### src/rtl/qphdp_pkg.sv
// Shared constants, tables and controller/datapath interface types for the hull DP block.
package qphdp_pkg;

  localparam int HULL_DEPTH = 1024;
  localparam int ADDR_W     = $clog2(HULL_DEPTH);
  localparam int TAIL_W     = ADDR_W + 1;

  localparam int CFG_IDX_W  = 2;
  localparam int CFG_DATA_W = 32;
  localparam logic [CFG_IDX_W-1:0] REG_COEF_A = 2'd0;
  localparam logic [CFG_IDX_W-1:0] REG_COEF_B = 2'd1;
  localparam logic [CFG_IDX_W-1:0] REG_COEF_C = 2'd2;

  // operand select of the shared multiplier; also names where the product lands
  localparam logic [3:0] MS_AS   = 4'd0;
  localparam logic [3:0] MS_ASS  = 4'd1;
  localparam logic [3:0] MS_BS   = 4'd2;
  localparam logic [3:0] MS_NM   = 4'd3;
  localparam logic [3:0] MS_F0   = 4'd4;
  localparam logic [3:0] MS_F1   = 4'd5;
  localparam logic [3:0] MS_BEST = 4'd6;
  localparam logic [3:0] MS_P    = 4'd7;
  localparam logic [3:0] MS_Q    = 4'd8;

  // 32x32 partial products in order; the first three give a 64-bit result
  localparam int MUL_STEPS  = 10;
  localparam int MUL_NARROW = 3;
  localparam logic [1:0] MUL_I [MUL_STEPS] = '{2'd0, 2'd0, 2'd1, 2'd0, 2'd1,
                                              2'd2, 2'd0, 2'd1, 2'd2, 2'd3};
  localparam logic [1:0] MUL_J [MUL_STEPS] = '{2'd0, 2'd1, 2'd0, 2'd2, 2'd1,
                                              2'd0, 2'd3, 2'd2, 2'd1, 2'd0};

  typedef struct packed {
    logic              load_in;
    logic              restart;
    logic              mul_start;
    logic [3:0]        mul_sel;
    logic              prep;
    logic              calc_nk;
    logic              wr_en;
    logic [ADDR_W-1:0] wr_addr;
    logic [ADDR_W-1:0] rd_addr_a;
    logic [ADDR_W-1:0] rd_addr_b;
    logic              out_load;
    logic              ovf;
  } qph_cmd_t;

  typedef struct packed {
    logic mul_done;
    logic front_pop;
    logic d1_zero;
    logic d2_zero;
    logic back_drop;
  } qph_stat_t;

endpackage

### src/rtl/qphdp_ctrl.sv
// Controller: item handshake, deque head and tail, and the step sequence of one item.
module qphdp_ctrl
  import qphdp_pkg::*;
(
  input  logic      clk,
  input  logic      rst,
  input  logic      in_valid,
  output logic      in_ready,
  input  logic      in_start,
  output logic      out_valid,
  input  logic      out_ready,
  output qph_cmd_t  cmd,
  input  qph_stat_t stat
);

  localparam logic [4:0] ST_IDLE  = 5'd0;
  localparam logic [4:0] ST_A1    = 5'd1;
  localparam logic [4:0] ST_A2    = 5'd2;
  localparam logic [4:0] ST_B     = 5'd3;
  localparam logic [4:0] ST_N     = 5'd4;
  localparam logic [4:0] ST_FCHK  = 5'd5;
  localparam logic [4:0] ST_FRD   = 5'd6;
  localparam logic [4:0] ST_F0    = 5'd7;
  localparam logic [4:0] ST_F1    = 5'd8;
  localparam logic [4:0] ST_FCMP  = 5'd9;
  localparam logic [4:0] ST_BRD   = 5'd10;
  localparam logic [4:0] ST_BEST  = 5'd11;
  localparam logic [4:0] ST_NK    = 5'd12;
  localparam logic [4:0] ST_KCHK  = 5'd13;
  localparam logic [4:0] ST_KRD   = 5'd14;
  localparam logic [4:0] ST_KPREP = 5'd15;
  localparam logic [4:0] ST_KDEC  = 5'd16;
  localparam logic [4:0] ST_KQ    = 5'd17;
  localparam logic [4:0] ST_KCMP  = 5'd18;
  localparam logic [4:0] ST_WR    = 5'd19;
  localparam logic [4:0] ST_OUT   = 5'd20;
  localparam logic [4:0] ST_MWAIT = 5'd21;

  logic [4:0]        state, state_next, ret, ret_next;
  logic [ADDR_W-1:0] head, head_next;
  logic [TAIL_W-1:0] tail, tail_next, occ;
  logic              ovf, ovf_next, back, back_next, ovalid_next;

  assign occ      = tail - {1'b0, head};
  assign in_ready = state == ST_IDLE;

  always_comb begin
    state_next  = state;
    ret_next    = ret;
    head_next   = head;
    tail_next   = tail;
    ovf_next    = ovf;
    back_next   = back;
    ovalid_next = out_valid && !out_ready;
    cmd           = '0;
    cmd.restart   = in_start;
    cmd.wr_addr   = tail[ADDR_W-1:0];
    cmd.rd_addr_a = back ? ADDR_W'(tail - TAIL_W'(2)) : head;
    cmd.rd_addr_b = back ? ADDR_W'(tail - TAIL_W'(1)) : ADDR_W'(head + 1'b1);
    cmd.ovf       = ovf;
    unique case (state)
      ST_IDLE: begin
        back_next = 1'b0;
        if (in_valid) begin
          cmd.load_in = 1'b1;
          if (in_start) begin
            head_next = '0;
            tail_next = TAIL_W'(1);
            ovf_next  = 1'b0;
          end
          state_next = ST_A1;
        end
      end
      ST_A1: begin
        cmd.mul_start = 1'b1; cmd.mul_sel = MS_AS;
        ret_next = ST_A2; state_next = ST_MWAIT;
      end
      ST_A2: begin
        cmd.mul_start = 1'b1; cmd.mul_sel = MS_ASS;
        ret_next = ST_B; state_next = ST_MWAIT;
      end
      ST_B: begin
        cmd.mul_start = 1'b1; cmd.mul_sel = MS_BS;
        ret_next = ST_N; state_next = ST_MWAIT;
      end
      ST_N: begin
        cmd.mul_start = 1'b1; cmd.mul_sel = MS_NM;
        ret_next = ST_FCHK; state_next = ST_MWAIT;
      end
      ST_FCHK: state_next = (occ >= TAIL_W'(2)) ? ST_FRD : ST_BRD;
      ST_FRD:  state_next = ST_F0;
      ST_F0: begin
        cmd.mul_start = 1'b1; cmd.mul_sel = MS_F0;
        ret_next = ST_F1; state_next = ST_MWAIT;
      end
      ST_F1: begin
        cmd.mul_start = 1'b1; cmd.mul_sel = MS_F1;
        ret_next = ST_FCMP; state_next = ST_MWAIT;
      end
      ST_FCMP: begin
        if (stat.front_pop) begin
          head_next  = head + 1'b1;
          state_next = ST_FCHK;
        end else begin
          state_next = ST_BEST;
        end
      end
      ST_BRD: state_next = ST_BEST;
      ST_BEST: begin
        cmd.mul_start = 1'b1; cmd.mul_sel = MS_BEST;
        ret_next = ST_NK; state_next = ST_MWAIT;
      end
      ST_NK: begin
        cmd.calc_nk = 1'b1;
        back_next   = 1'b1;
        state_next  = ST_KCHK;
      end
      ST_KCHK:  state_next = (occ >= TAIL_W'(2)) ? ST_KRD : ST_WR;
      ST_KRD:   state_next = ST_KPREP;
      ST_KPREP: begin
        cmd.prep   = 1'b1;
        state_next = ST_KDEC;
      end
      ST_KDEC: begin
        priority if (stat.d1_zero) begin
          tail_next  = tail - 1'b1;
          state_next = ST_KCHK;
        end else if (stat.d2_zero) begin
          state_next = ST_WR;
        end else begin
          cmd.mul_start = 1'b1; cmd.mul_sel = MS_P;
          ret_next = ST_KQ; state_next = ST_MWAIT;
        end
      end
      ST_KQ: begin
        cmd.mul_start = 1'b1; cmd.mul_sel = MS_Q;
        ret_next = ST_KCMP; state_next = ST_MWAIT;
      end
      ST_KCMP: begin
        if (stat.back_drop) begin
          tail_next  = tail - 1'b1;
          state_next = ST_KCHK;
        end else begin
          state_next = ST_WR;
        end
      end
      ST_WR: begin
        if (tail < TAIL_W'(HULL_DEPTH)) begin
          cmd.wr_en = 1'b1;
          tail_next = tail + 1'b1;
        end else begin
          ovf_next = 1'b1;
        end
        state_next = ST_OUT;
      end
      ST_OUT: begin
        if (!out_valid || out_ready) begin
          cmd.out_load = 1'b1;
          ovalid_next  = 1'b1;
          state_next   = ST_IDLE;
        end
      end
      ST_MWAIT: if (stat.mul_done) state_next = ret;
      default: state_next = ST_IDLE;
    endcase
  end

  always_ff @(posedge clk) begin
    if (rst) begin
      state     <= ST_IDLE;
      ret       <= ST_IDLE;
      head      <= '0;
      tail      <= TAIL_W'(1);
      ovf       <= 1'b0;
      back      <= 1'b0;
      out_valid <= 1'b0;
    end else begin
      state     <= state_next;
      ret       <= ret_next;
      head      <= head_next;
      tail      <= tail_next;
      ovf       <= ovf_next;
      back      <= back_next;
      out_valid <= ovalid_next;
    end
  end

`ifndef SYNTHESIS
  a_head_below_tail: assert property (@(posedge clk) disable iff (rst)
    tail > {1'b0, head}) else $error("deque head passed tail");
  a_write_in_range: assert property (@(posedge clk) disable iff (rst)
    cmd.wr_en |-> tail < TAIL_W'(HULL_DEPTH)) else $error("line write past end");
  a_done_when_waiting: assert property (@(posedge clk) disable iff (rst)
    stat.mul_done |-> state == ST_MWAIT) else $error("product finished unawaited");
  a_start_idle_only: assert property (@(posedge clk) disable iff (rst)
    cmd.load_in |=> state != ST_IDLE) else $error("item not taken up");
`endif

endmodule

### config.mk
export PLATFORM = sky130hd
export DESIGN_NAME = qphdp_ctrl
export DESIGN_NICKNAME = d
export VERILOG_FILES = /design/src/rtl/qphdp_pkg.sv /design/src/rtl/qphdp_ctrl.sv
export SDC_FILE = /design/constraint.sdc
export NUM_CORES = 1
export LEC_CHECK = 0
export BUFFER_PORTS_ARGS = -buffer_cell sky130_fd_sc_hd__buf_2
export CORE_AREA = 10 10 100 102
export DETAILED_ROUTE_END_ITERATION = 16
export DIE_AREA = 0 0 110 112
export GPL_ROUTABILITY_DRIVEN = 0
export HOLD_SLACK_MARGIN = 0.05
export PLACE_DENSITY = 0.64
export SLEW_MARGIN = 20
export SYNTH_ARGS = -nofsm -noshare
export SYNTH_HDL_FRONTEND = slang
export SYNTH_SLANG_ARGS = --single-unit
### constraint.sdc
create_clock -name clk -period 5.25 [get_ports clk]
set_input_delay 0.7875 -clock clk [delete_from_list [all_inputs] [get_ports clk]]
set_output_delay 0.7875 -clock clk [all_outputs]
set_load 0.01 [all_outputs]
Yosys cells after proc, flatten, opt, wreduce, memory -nomap -nowiden
Cells that the tools add are included.
Word-level totals
  flip-flop bits (word level): 34
Operators by class
  equality and inequality tests: 32
  reductions and logical operators: 16
  add/subtract/negate cells: 5
  order comparisons: 2
  multiplexer cells: 43
Operators by type and width (number)
  $pmux 5 s9: 2
  $pmux 5 s15: 1
  $mux 11: 5
  $mux 10: 5
  $mux 5: 10
  $pmux 11 s4: 1
  $eq 5x4->1 const B: 8
  $eq 5x5->1 const B: 6
  $eq 5x3->1 const B: 4
  $ne 2x2->1 const B: 10
  $pmux 10 s2: 1
  $mux 1: 13
  $add 11x1->11 const B: 1
  $ge 11x2->1 const B: 1
  $lt 11x11->1 const B: 1
  $sub 11x1->11 const B: 1
  $sub 11x10->11: 1
  $add 10x1->10 const B: 1
  $eq 5x2->1 const B: 2
  $sub 10x2->10 const B: 1
  $reduce_bool 9->1: 1
  $mux 4: 2
  $reduce_and 4->1: 2
  $reduce_or 8->1: 1
  12 further kinds: 17

Depth between registers and ports, before layout
Gate-level depths: netlist (run 1).
  word-level depth: 4
  gate-level depth with buffers: 10

Least setup slack after synthesis (run 1)
Ideal clock, no wire load.
  path kind: register -> output
  start: register tail[2]
  end: output cmd[11] in the netlist's numbering
  cell stages (with the launch flop): 10
  buffers on the path: 1
  data required time: 4.463 ns
  slack: 2.282 ns
  arrival: 2.180 ns
  path through: dfxtp_1 > clkbuf_1 > inv_1 > ha_1 > or3b_1 > or3_1 > nor4_1 > xor2_1 > nand2_1 > o21ai_0
RTL lines
  start, declared: line qphdp_ctrl.sv:41  | logic [TAIL_W-1:0] tail, tail_next, occ;
  start signal, assigned: line qphdp_ctrl.sv:181  | tail <= tail_next;
  end, declared: line qphdp_ctrl.sv:12  | output qph_cmd_t cmd,

==> flow_summary.json, run 1 <==
{
  "synth_ff_type": "dfxtp_1",
  "grt_max_degree": 35,
  "cp_slowest_cell": "dfxtp_1",
  "dpl.hpwl_um": 8002,
  "crit_cells": 9,
  "synth_commonest_cells": "54 x a21oi_1, 51 x nor2_1, 43 x nand2_1, 34 x dfxtp_1, 28 x clkbuf_1",
  "endpoint": "cmd[11]",
  "drc": 0,
  "synth_cells": 502,
  "diodes": 0,
  "peakVddDrop_v": 0.0002328,
  "critPathMaxStageDelay_ns": 0.42,
  "period_share_pct": 70.20,
  "startpoint_type": "flop",
  "synth_top_area_cell": "dfxtp_1",
  "row_count": 33,
  "crit_path_end_kind": "output pin",
  "ys_seq_area_share_pct": 19.14,
  "synth_most_common_cell": "a21oi_1",
  "hold_viol": 0,
  "ys_ff_latch": 34,
  "drive_above_1_share_pct": 14.95,
  "rrSetupSlack_ns": 2.18,
  "syn2layout_area_growth_pct": 6.545,
  "power_density_nw_per_um2": 331.4,
  "synth-edff-count": 0,
  "status": "complete, no violations",
  "fill_cells": 860,
  "nNetsFinal": 541,
  "clock_path_buffers": 2,
  "critPathTopFamily": "simple AND/OR/NAND/NOR gates",
  "leakage_nw": 1.605,
  "worst_pin_slew_ns": 0.9414,
  "grt_pass1_wl_um": 17540,
  "clock_latency_ns": 0.30,
  "drtIter0Drc": 201,
  "cts_resized": 0,
  "crit_arrival_ns": 2.90,
  "regToRegEndpoint": "tail[8]",
  "drtAntennaViolNets": 0,
  "multiInputGateArea_sq_um": 2519,
  "hp-class": "reg2reg",
  "antenna_found_initial": 0,
  "wl_met1_um": 4740,
  "cp_cell_sequence": "inv_1 -> ha_1 -> or3b_1 -> or3_1 -> nor4_1 -> xor2_1 -> nand2_1 -> o21ai_0 -> buf_2",
  "initial_core_util_pct": 44.16,
  "die_w_um": 110,
  "top_layer": "met4",
  "reg2reg_depth": 6,
  "report.power.total_mw": 1.255,
  "cp_max_fo": 10,
  "relSlewSlack_pct": 37.01,
  "period_minus_slack_ns": 3.686,
  "synth.area.top_cells": "dfxtp_1 19%, a21oi_1 7.6%, ha_1 5.6%",
  "synthArstFlopShare_pct": 0,
  "hold_buffers": 0,
  "crit_buf_inv": 2,
  "drv_cap": 0,
  "cts_root_buf": "clkbuf_8",
  "grt_overflow": 0,
  "cts_buffers": 5,
  "maxClockFrequency_mhz": 271.3,
  "port_buffers": 53,
  "io_pins": 54,
  "htreeDepth": 2,
  "avgSynthCellArea_sq_um": 7.083,
  "grt_pass1_vias": 3502,
  "clkTransAtPathRegs_ns": 0.07,
  "crit_type": "reg2out",
  "netlist.area_leader.share_pct": 19.14,
  "cts_tree": "done",
  "via_per_inst": 5.979,
  "cts_num_sinks": 34,
  "report.final.slew_viol_count": 0,
  "cts_setup_buffers": 0,
  "final-setup-viol-count": 0,
  "fp.dieH_um": 112,
  "wl_per_cell_um": 17.39,
  "finalWirelength_um": 10780,
  "seq_area_sq_um": 680.7,
  "netlist_area_sq_um": 3556,
  "wl_met3_um": 712,
  "whs_ns": 0.4626,
  "coreArea_sq_um": 8051,
  "yosys_warnings": 0,
  "cp_data_required_time_ns": 4.46,
  "vias": 3707,
  "setup_tns_ns": 0,
  "wl_met2_um": 5096,
  "fin_worst_skew_ns": 0.01226,
  "synth_fp_nets": 529,
  "drt_first_pass_iters": 5,
  "rr_startpoint": "state[2]",
  "die_area_sq_um": 12320,
  "critPathLaunch": "tail[1]",
  "track_usage_pct": 17.10,
  "rsz0062_at_grt": "false",
  "synth.distinct_cells": 68
}
-- routing by layer --
metal,track usage [%],up-vias
met2,28.27,142
met5,0,-
met1,21.63,1714
li1,-,1820
met4,5.382,0
met3,3.114,31
-- cells in the final DEF (no fill, tap or decap), types with 11 or more instances in the layout --
cell / instances
buf_2: 53
nor2b_1: 11
nor3_1: 13
nand3_1: 18
o21ai_0: 26
nand2b_1: 11
and3_1: 17
nor2_1: 51
a21oi_1: 54
xnor2_1: 17
ha_1: 16
inv_1: 24
dfxtp_1: 34
nand2_1: 43
-- layout make-up --
cell class                      instances  area share, %
Clock buffer                            7          2.279
Clock inverter                          1         0.1321
Inverter                               25          2.477
Multi-Input combinational cell        394          66.48
Sequential cell                        34          17.97
Tap cell                              105          3.468
Timing Repair Buffer                   54          7.199
-- per-stage QoR --
step,setup WS (ns),cells,utilization [%],instance area (sq um)
2_1_floorplan,2.282,502,-,3556
3_3_place_gp,2.022,612,45.92,3697
3_5_place_dp,1.928,612,45.92,3697
4_1_cts,1.579,620,47.06,3789
5_1_grt,1.362,620,47.06,3789
6_report,1.564,620,47.06,3789
-- power by group --
part | total [mW] | internal, mW | switching (mW)
sequential | 0.381 | 0.287 | 0.0947
combinational | 0.664 | 0.267 | 0.397
clock | 0.210 | 0.106 | 0.104
total | 1.26 | 0.660 | 0.596
-- cell families after synthesis --
| kind of cell | synth area share (%) |
|---|---|
| adders and majority gates | 6.193 |
| buffers and inverters | 10.03 |
| DFF | 19.14 |
| AOI/OAI and AO/OA | 28.29 |
| muxes | 1.161 |
| and+or+nand+nor | 29.03 |
| xor gates and xnor gates | 6.158 |
-- state kept, by name, indices dropped and copies added, names as in the netlist --
name	count
back	1
tail	11
ovf	1
ret	5
state	5
head	10
out_valid	1
-- tightest hold or removal path, cell delays in order, from the launching register on --
cell and delay, ns:
dfxtp_1 0.32, nand2_1 0.05, a21oi_1 0.05
-- worst min-delay path by stage --
stage               startpoint      to  slack (ns)  depth (start not counted)
CTS                     ret[2]  ret[2]        0.46                          2
detailed placement      ret[2]  ret[2]        0.45                          2
floorplan               ret[3]  ret[3]        0.44                          2
global route            ret[2]  ret[2]        0.49                          2
global placement        ret[2]  ret[2]        0.45                          2
finish                  ret[2]  ret[2]        0.46                          2
No activity file was read; power rests on OpenSTA's default activity.
==> run 2, diff against run 1 <==
==> constraint.sdc (replaced) <==
create_clock -name clk -period 3.85 [get_ports clk]
set_input_delay 0.5775 -clock clk [delete_from_list [all_inputs] [get_ports clk]]
set_output_delay 0.5775 -clock clk [all_outputs]
set_load 0.01 [all_outputs]
==> run 2 against run 1 <==
Critical path depth stayed put. Register-to-register slack worse by 1.4 ns. Flip-flop and latch count stayed put. Power is 42% higher. Global-route usage is 0.52 points higher. Final cell count is 0.97% higher. Die area stayed put. Sequential power is 22% higher. Routed wire length is 2.2% higher. Sequential share of layout area is 0.30 points lower. Clock skew is 0.0020 ns lower. Combinational power is 49% higher. Largest cell class unchanged.
==> flow_summary.json, run 2 (same netlist as run 1, synthesis figures left out) <==
{
  "status": "complete, no violations",
  "drv_cap": 0,
  "crit_path_end_kind": "output pin",
  "place_area_sq_um": 3742,
  "cp_cell_sequence": "inv_1 -> ha_1 -> or3b_1 -> or3_1 -> nor4_1 -> xor2_1 -> nand2_1 -> o21ai_0 -> buf_2",
  "cts_resized": 0,
  "grt_overflow": 0,
  "power_density_nw_per_um2": 462.5,
  "drt_first_pass_iters": 5,
  "drtAntennaViolNets": 0,
  "row_count": 33,
  "die_area_sq_um": 12320,
  "drtIter0Drc": 195,
  "leakage_nw": 1.645,
  "crit_arrival_ns": 2.78,
  "fill_cells": 842,
  "initial_core_util_pct": 44.16,
  "setup_slack_ns": 0.4915,
  "setup_tns_ns": 0,
  "crit_type": "reg2out",
  "p_switching_mw": 0.8258,
  "critPathMaxStageDelay_ns": 0.43,
  "peakVddDrop_v": 0.0002371,
  "cts_tree": "done",
  "period_share_pct": 87.23,
  "vias": 3758,
  "dp_cells": 618,
  "syn2layout_area_growth_pct": 8.339,
  "grt_pass1_wl_um": 18170,
  "final-setup-viol-count": 0,
  "cts_buffers": 5,
  "diodes": 0,
  "finalWirelength_um": 11020,
  "hold_buffers": 0,
  "drc": 0,
  "htreeDepth": 2,
  "cp_data_required_time_ns": 3.27,
  "dp_slack_ns": 0.8439,
  "final_cell_mix": "54 x a21oi_1, 53 x buf_2, 51 x nor2_1",
  "largestRegisters": "tail x11, head x10",
  "grt_pass1_vias": 3518,
  "wl_per_cell_um": 17.60,
  "maxClockFrequency_mhz": 297.7,
  "crit_buf_inv": 2,
  "largest_reg_flops": 11,
  "clock_latency_ns": 0.30,
  "cp_max_fo": 11,
  "dpl.hpwl_um": 8235,
  "cts_num_sinks": 34,
  "port_buffers": 53,
  "cts_setup_buffers": 0,
  "die_w_um": 110,
  "hold_viol": 0,
  "nNetsFinal": 547,
  "seqPwrFrac_pct": 26.1,
  "combinationalPowerShare_pct": 55.6,
  "clkTransAtPathRegs_ns": 0.08,
  "track_usage_pct": 17.62,
  "antenna_found_initial": 0,
  "coreArea_sq_um": 8051,
  "startpoint_type": "flop",
  "clockPowerShare_pct": 18.3,
  "rsz0062_at_grt": "false",
  "fp.dieH_um": 112,
  "p_sw_share_pct": 46.34,
  "worst_pin_slew_ns": 0.9324,
  "via_per_inst": 6.003,
  "relSlewSlack_pct": 37.84,
  "drive_above_1_share_pct": 16.12,
  "finalNonFillerCells": 626,
  "cp_slowest_cell": "dfxtp_1",
  "period_minus_slack_ns": 3.359,
  "clock_path_buffers": 2,
  "cts_root_buf": "clkbuf_8",
  "io_pins": 54,
  "grt_max_degree": 37,
  "stdcell_area_sq_um": 3852,
  "internal_power_mw": 0.9561,
  "report.final.slew_viol_count": 0,
  "hp-class": "reg2reg",
  "fin_worst_skew_ns": 0.01024,
  "layout_commonest_cell": "a21oi_1",
  "critPathTopFamily": "simple AND/OR/NAND/NOR gates",
  "utilization_pct": 47.85,
  "largest_register": "tail"
}
run 2: changes by cell type in the layout (fill, tap and decap cells not counted), sizes merged:
cell	delta
clkbuf	+1
buf	+6
clkinv	-1
run 2: through the flow:
step	total power [mW]	hold WS (ns)
6_report	1.782	0.4653
5_1_grt	1.916	0.4892
4_1_cts	1.783	0.4680
3_5_place_dp	1.449	0.4577
3_3_place_gp	1.439	0.4503
2_1_floorplan	1.231	0.4364
run 2: layout make-up:
cell class | instances | area [sq um] | share of cell area (%)
multi-input cells | 394 | 2519 | 65.38
flip-flops and latches | 34 | 680.7 | 17.67
repair buffers | 60 | 317.8 | 8.249
well taps | 105 | 131.4 | 3.410
clock buffers | 8 | 110.1 | 2.858
inverters | 25 | 93.84 | 2.436
run 2: worst register-to-register path, cell delays in order, from the launching register on:
cell and delay [ns]:
dfxtp_1 0.66, clkinv_1 0.39, nand3_1 0.46, a211oi_1 0.18
a221oi_4 0.77, o211ai_2 0.19, a221oi_2 0.29
run 2: power groups by stage:
stage / Sequential (mW) / Combinational (mW) / Clock (mW)
2_1_floorplan: 0.428 / 0.803 / 0
3_3_place_gp: 0.469 / 0.969 / 0
3_5_place_dp: 0.471 / 0.978 / 0
4_1_cts: 0.462 / 0.985 / 0.335
5_1_grt: 0.473 / 1.09 / 0.348
6_report: 0.466 / 0.990 / 0.326
run 2: path summary, 6_finish.rpt:
path,from,end,slack (ns),depth (start not counted)
hold reg to reg,ret[2],ret[2],0.47,2
setup reg to reg,state[2],tail[8],0.83,6
setup / recovery,tail[2],cmd[11],0.49,9
hold / removal,ret[2],ret[2],0.47,2
run 2: per-layer routing:
metal	part of all wire, %	track usage (%)
met3	8.1	3.172
met4	1.7	4.427
met5	0	0
met2	47	29.10
met1	43	22.77
==> run 3, diff against run 2 <==
--- a/config.mk
+++ b/config.mk
@@ -6,12 +6,14 @@
 export NUM_CORES = 1
 export LEC_CHECK = 0
 export BUFFER_PORTS_ARGS = -buffer_cell sky130_fd_sc_hd__buf_2
-export CORE_AREA = 10 10 100 102
+export CELL_PAD_IN_SITES_DETAIL_PLACEMENT = 1
+export CELL_PAD_IN_SITES_GLOBAL_PLACEMENT = 2
+export CORE_AREA = 10 10 115 117
 export DETAILED_ROUTE_END_ITERATION = 16
-export DIE_AREA = 0 0 110 112
+export DIE_AREA = 0 0 125 127
 export GPL_ROUTABILITY_DRIVEN = 0
 export HOLD_SLACK_MARGIN = 0.05
-export PLACE_DENSITY = 0.64
+export PLACE_DENSITY = 0.8
 export SLEW_MARGIN = 20
 export SYNTH_ARGS = -nofsm -noshare
 export SYNTH_HDL_FRONTEND = slang
==> run 3 against run 2 <==
Largest power group unchanged. Hold slack better by 0.0043 ns. Register-to-register slack better by 0.13 ns. Count of clock-buffer cells in the layout down 1. Via count up 0.69%. Critical path type unchanged.
==> flow_summary.json, run 3 (same netlist as run 1, synthesis figures left out) <==
{
  "dpl.hpwl_um": 9748,
  "port_buffers": 53,
  "place_area_sq_um": 3797,
  "crit_arrival_ns": 2.80,
  "cts_root_buf": "clkbuf_16",
  "coreArea_sq_um": 11130,
  "largest_register": "tail",
  "layout_commonest_cell": "a21oi_1",
  "grt_max_degree": 34,
  "cts_buffers": 5,
  "critPathTopFamily": "simple AND/OR/NAND/NOR gates",
  "grt_pass1_wl_um": 20870,
  "fp.dieH_um": 127,
  "rr_startpoint": "tail[1]",
  "report.final.slew_viol_count": 0,
  "drc": 0,
  "hold_buffers": 0,
  "power_density_nw_per_um2": 482.4,
  "cp_slowest_cell": "or3b_1",
  "drt_first_pass_iters": 4,
  "cts_resized": 0,
  "final_cell_mix": "54 x a21oi_1, 53 x buf_2, 51 x nor2_1",
  "final-setup-viol-count": 0,
  "reg2reg_depth": 9,
  "drtIter0Drc": 149,
  "largestRegisters": "tail x11, head x10",
  "critPathLaunch": "tail[1]",
  "crit_cells": 9,
  "fin_worst_skew_ns": 0.002308,
  "stdcell_area_sq_um": 3945,
  "peakVddDrop_v": 0.0002548,
  "period_share_pct": 87.61,
  "cts_num_sinks": 34,
  "crit_buf_inv": 2,
  "hold_viol": 0,
  "rsz0062_at_grt": "false",
  "status": "complete, no violations",
  "maxClockFrequency_mhz": 296.5,
  "drv_cap": 0,
  "rrSetupSlack_ns": 0.96,
  "drtAntennaViolNets": 0,
  "finalWirelength_um": 12800,
  "endpoint": "cmd[11]",
  "hp-class": "reg2reg",
  "die_area_sq_um": 15880,
  "diodes": 0,
  "syn2layout_area_growth_pct": 10.94,
  "die_w_um": 125,
  "grt_pass1_vias": 3946,
  "period_minus_slack_ns": 3.373,
  "cp_max_fo": 10,
  "htreeDepth": 2,
  "nNetsFinal": 548,
  "relSlewSlack_pct": 48.48,
  "clkTransAtPathRegs_ns": 0.06,
  "wl_per_cell_um": 19.25,
  "track_usage_pct": 15.63,
  "critPathMaxStageDelay_ns": 0.41,
  "setup_tns_ns": 0,
  "largest_reg_flops": 11,
  "report.power.total_mw": 1.903,
  "crit_path_end_kind": "output pin",
  "regToRegEndpoint": "state[4]",
  "row_count": 39,
  "antenna_found_initial": 0,
  "initial_core_util_pct": 31.96,
  "cts_tree": "done",
  "clock_latency_ns": 0.28,
  "cts_setup_buffers": 0,
  "crit_type": "reg2out",
  "startpoint_type": "flop",
  "worst_pin_slew_ns": 0.7717,
  "io_pins": 54,
  "vias": 3784,
  "cp_cell_sequence": "inv_1 -> ha_1 -> or3b_1 -> or3_1 -> nor4_1 -> xor2_1 -> nand2_1 -> o21ai_0 -> buf_2",
  "setup_slack_ns": 0.4772,
  "leakage_nw": 1.666,
  "drive_above_1_share_pct": 16.09,
  "via_per_inst": 5.690,
  "grt_overflow": 0,
  "clock_path_buffers": 2,
  "dp_slack_ns": 0.7603,
  "cp_data_required_time_ns": 3.27
}
[run 3: cell types whose count changed in the layout (fill, tap and decap cells not counted)]
cell | before | now
clkbuf_8 | 8 | 1
clkbuf_16 | 0 | 5
buf_4 | 7 | 8
clkbuf_1 | 0 | 1
clkinv_2 | 0 | 1
[run 3: cell type report]
type	instances	area [sq um]
multi-input cells	394	2519
fillers	1420	7181
repair buffers	61	325.3
flip-flops and latches	34	680.7
clock inverters	1	5.005
inverters	25	93.84
clock buffers	7	142.6
well taps	143	178.9
[run 3: power by group]
group / internal, mW / switching (mW) / total [mW]
registers: 0.391 / 0.0978 / 0.489
logic: 0.387 / 0.611 / 0.998
clock network: 0.257 / 0.159 / 0.416
[run 3: per-stage QoR]
stage          hold WS, ns  util (%)  cells
4_1_cts             0.4687     35.46    665
5_1_grt             0.4983     35.46    665
3_3_place_gp        0.4515     34.13    657
6_report            0.4696     35.46    665
3_5_place_dp        0.4605     34.13    657
2_1_floorplan       0.4364         -    502
[run 3: layer usage]
| layer | part of all wire (%) | track usage (%) | vias up |
|---|---|---|---|
| met1 | 45 | 18.68 | 1866 |
| met3 | 3.7 | 3.309 | 11 |
| met2 | 50 | 27.89 | 72 |
| met4 | 1.1 | 3.794 | 0 |
| met5 | 0 | 0 | - |
| li1 | - | - | 1835 |
[run 3: worst min-delay path, delay by kind of cell, from the launching register on]
kind	cells	cell delay, ns
flip-flops	1	0.31
AO/OA/AOI/OAI	1	0.06
AND/OR/NAND/NOR	1	0.05
[run 3: worst min-delay path by stage]
stage | slack [ns] | startpoint | depth (start not counted) | end
floorplan | 0.44 | ret[3] | 2 | ret[3]
global placement | 0.45 | ret[2] | 2 | ret[2]
detailed placement | 0.46 | ret[2] | 2 | ret[2]
CTS | 0.47 | ret[2] | 2 | ret[2]
global route | 0.50 | ret[2] | 2 | ret[2]
finish | 0.47 | ret[2] | 2 | ret[2]
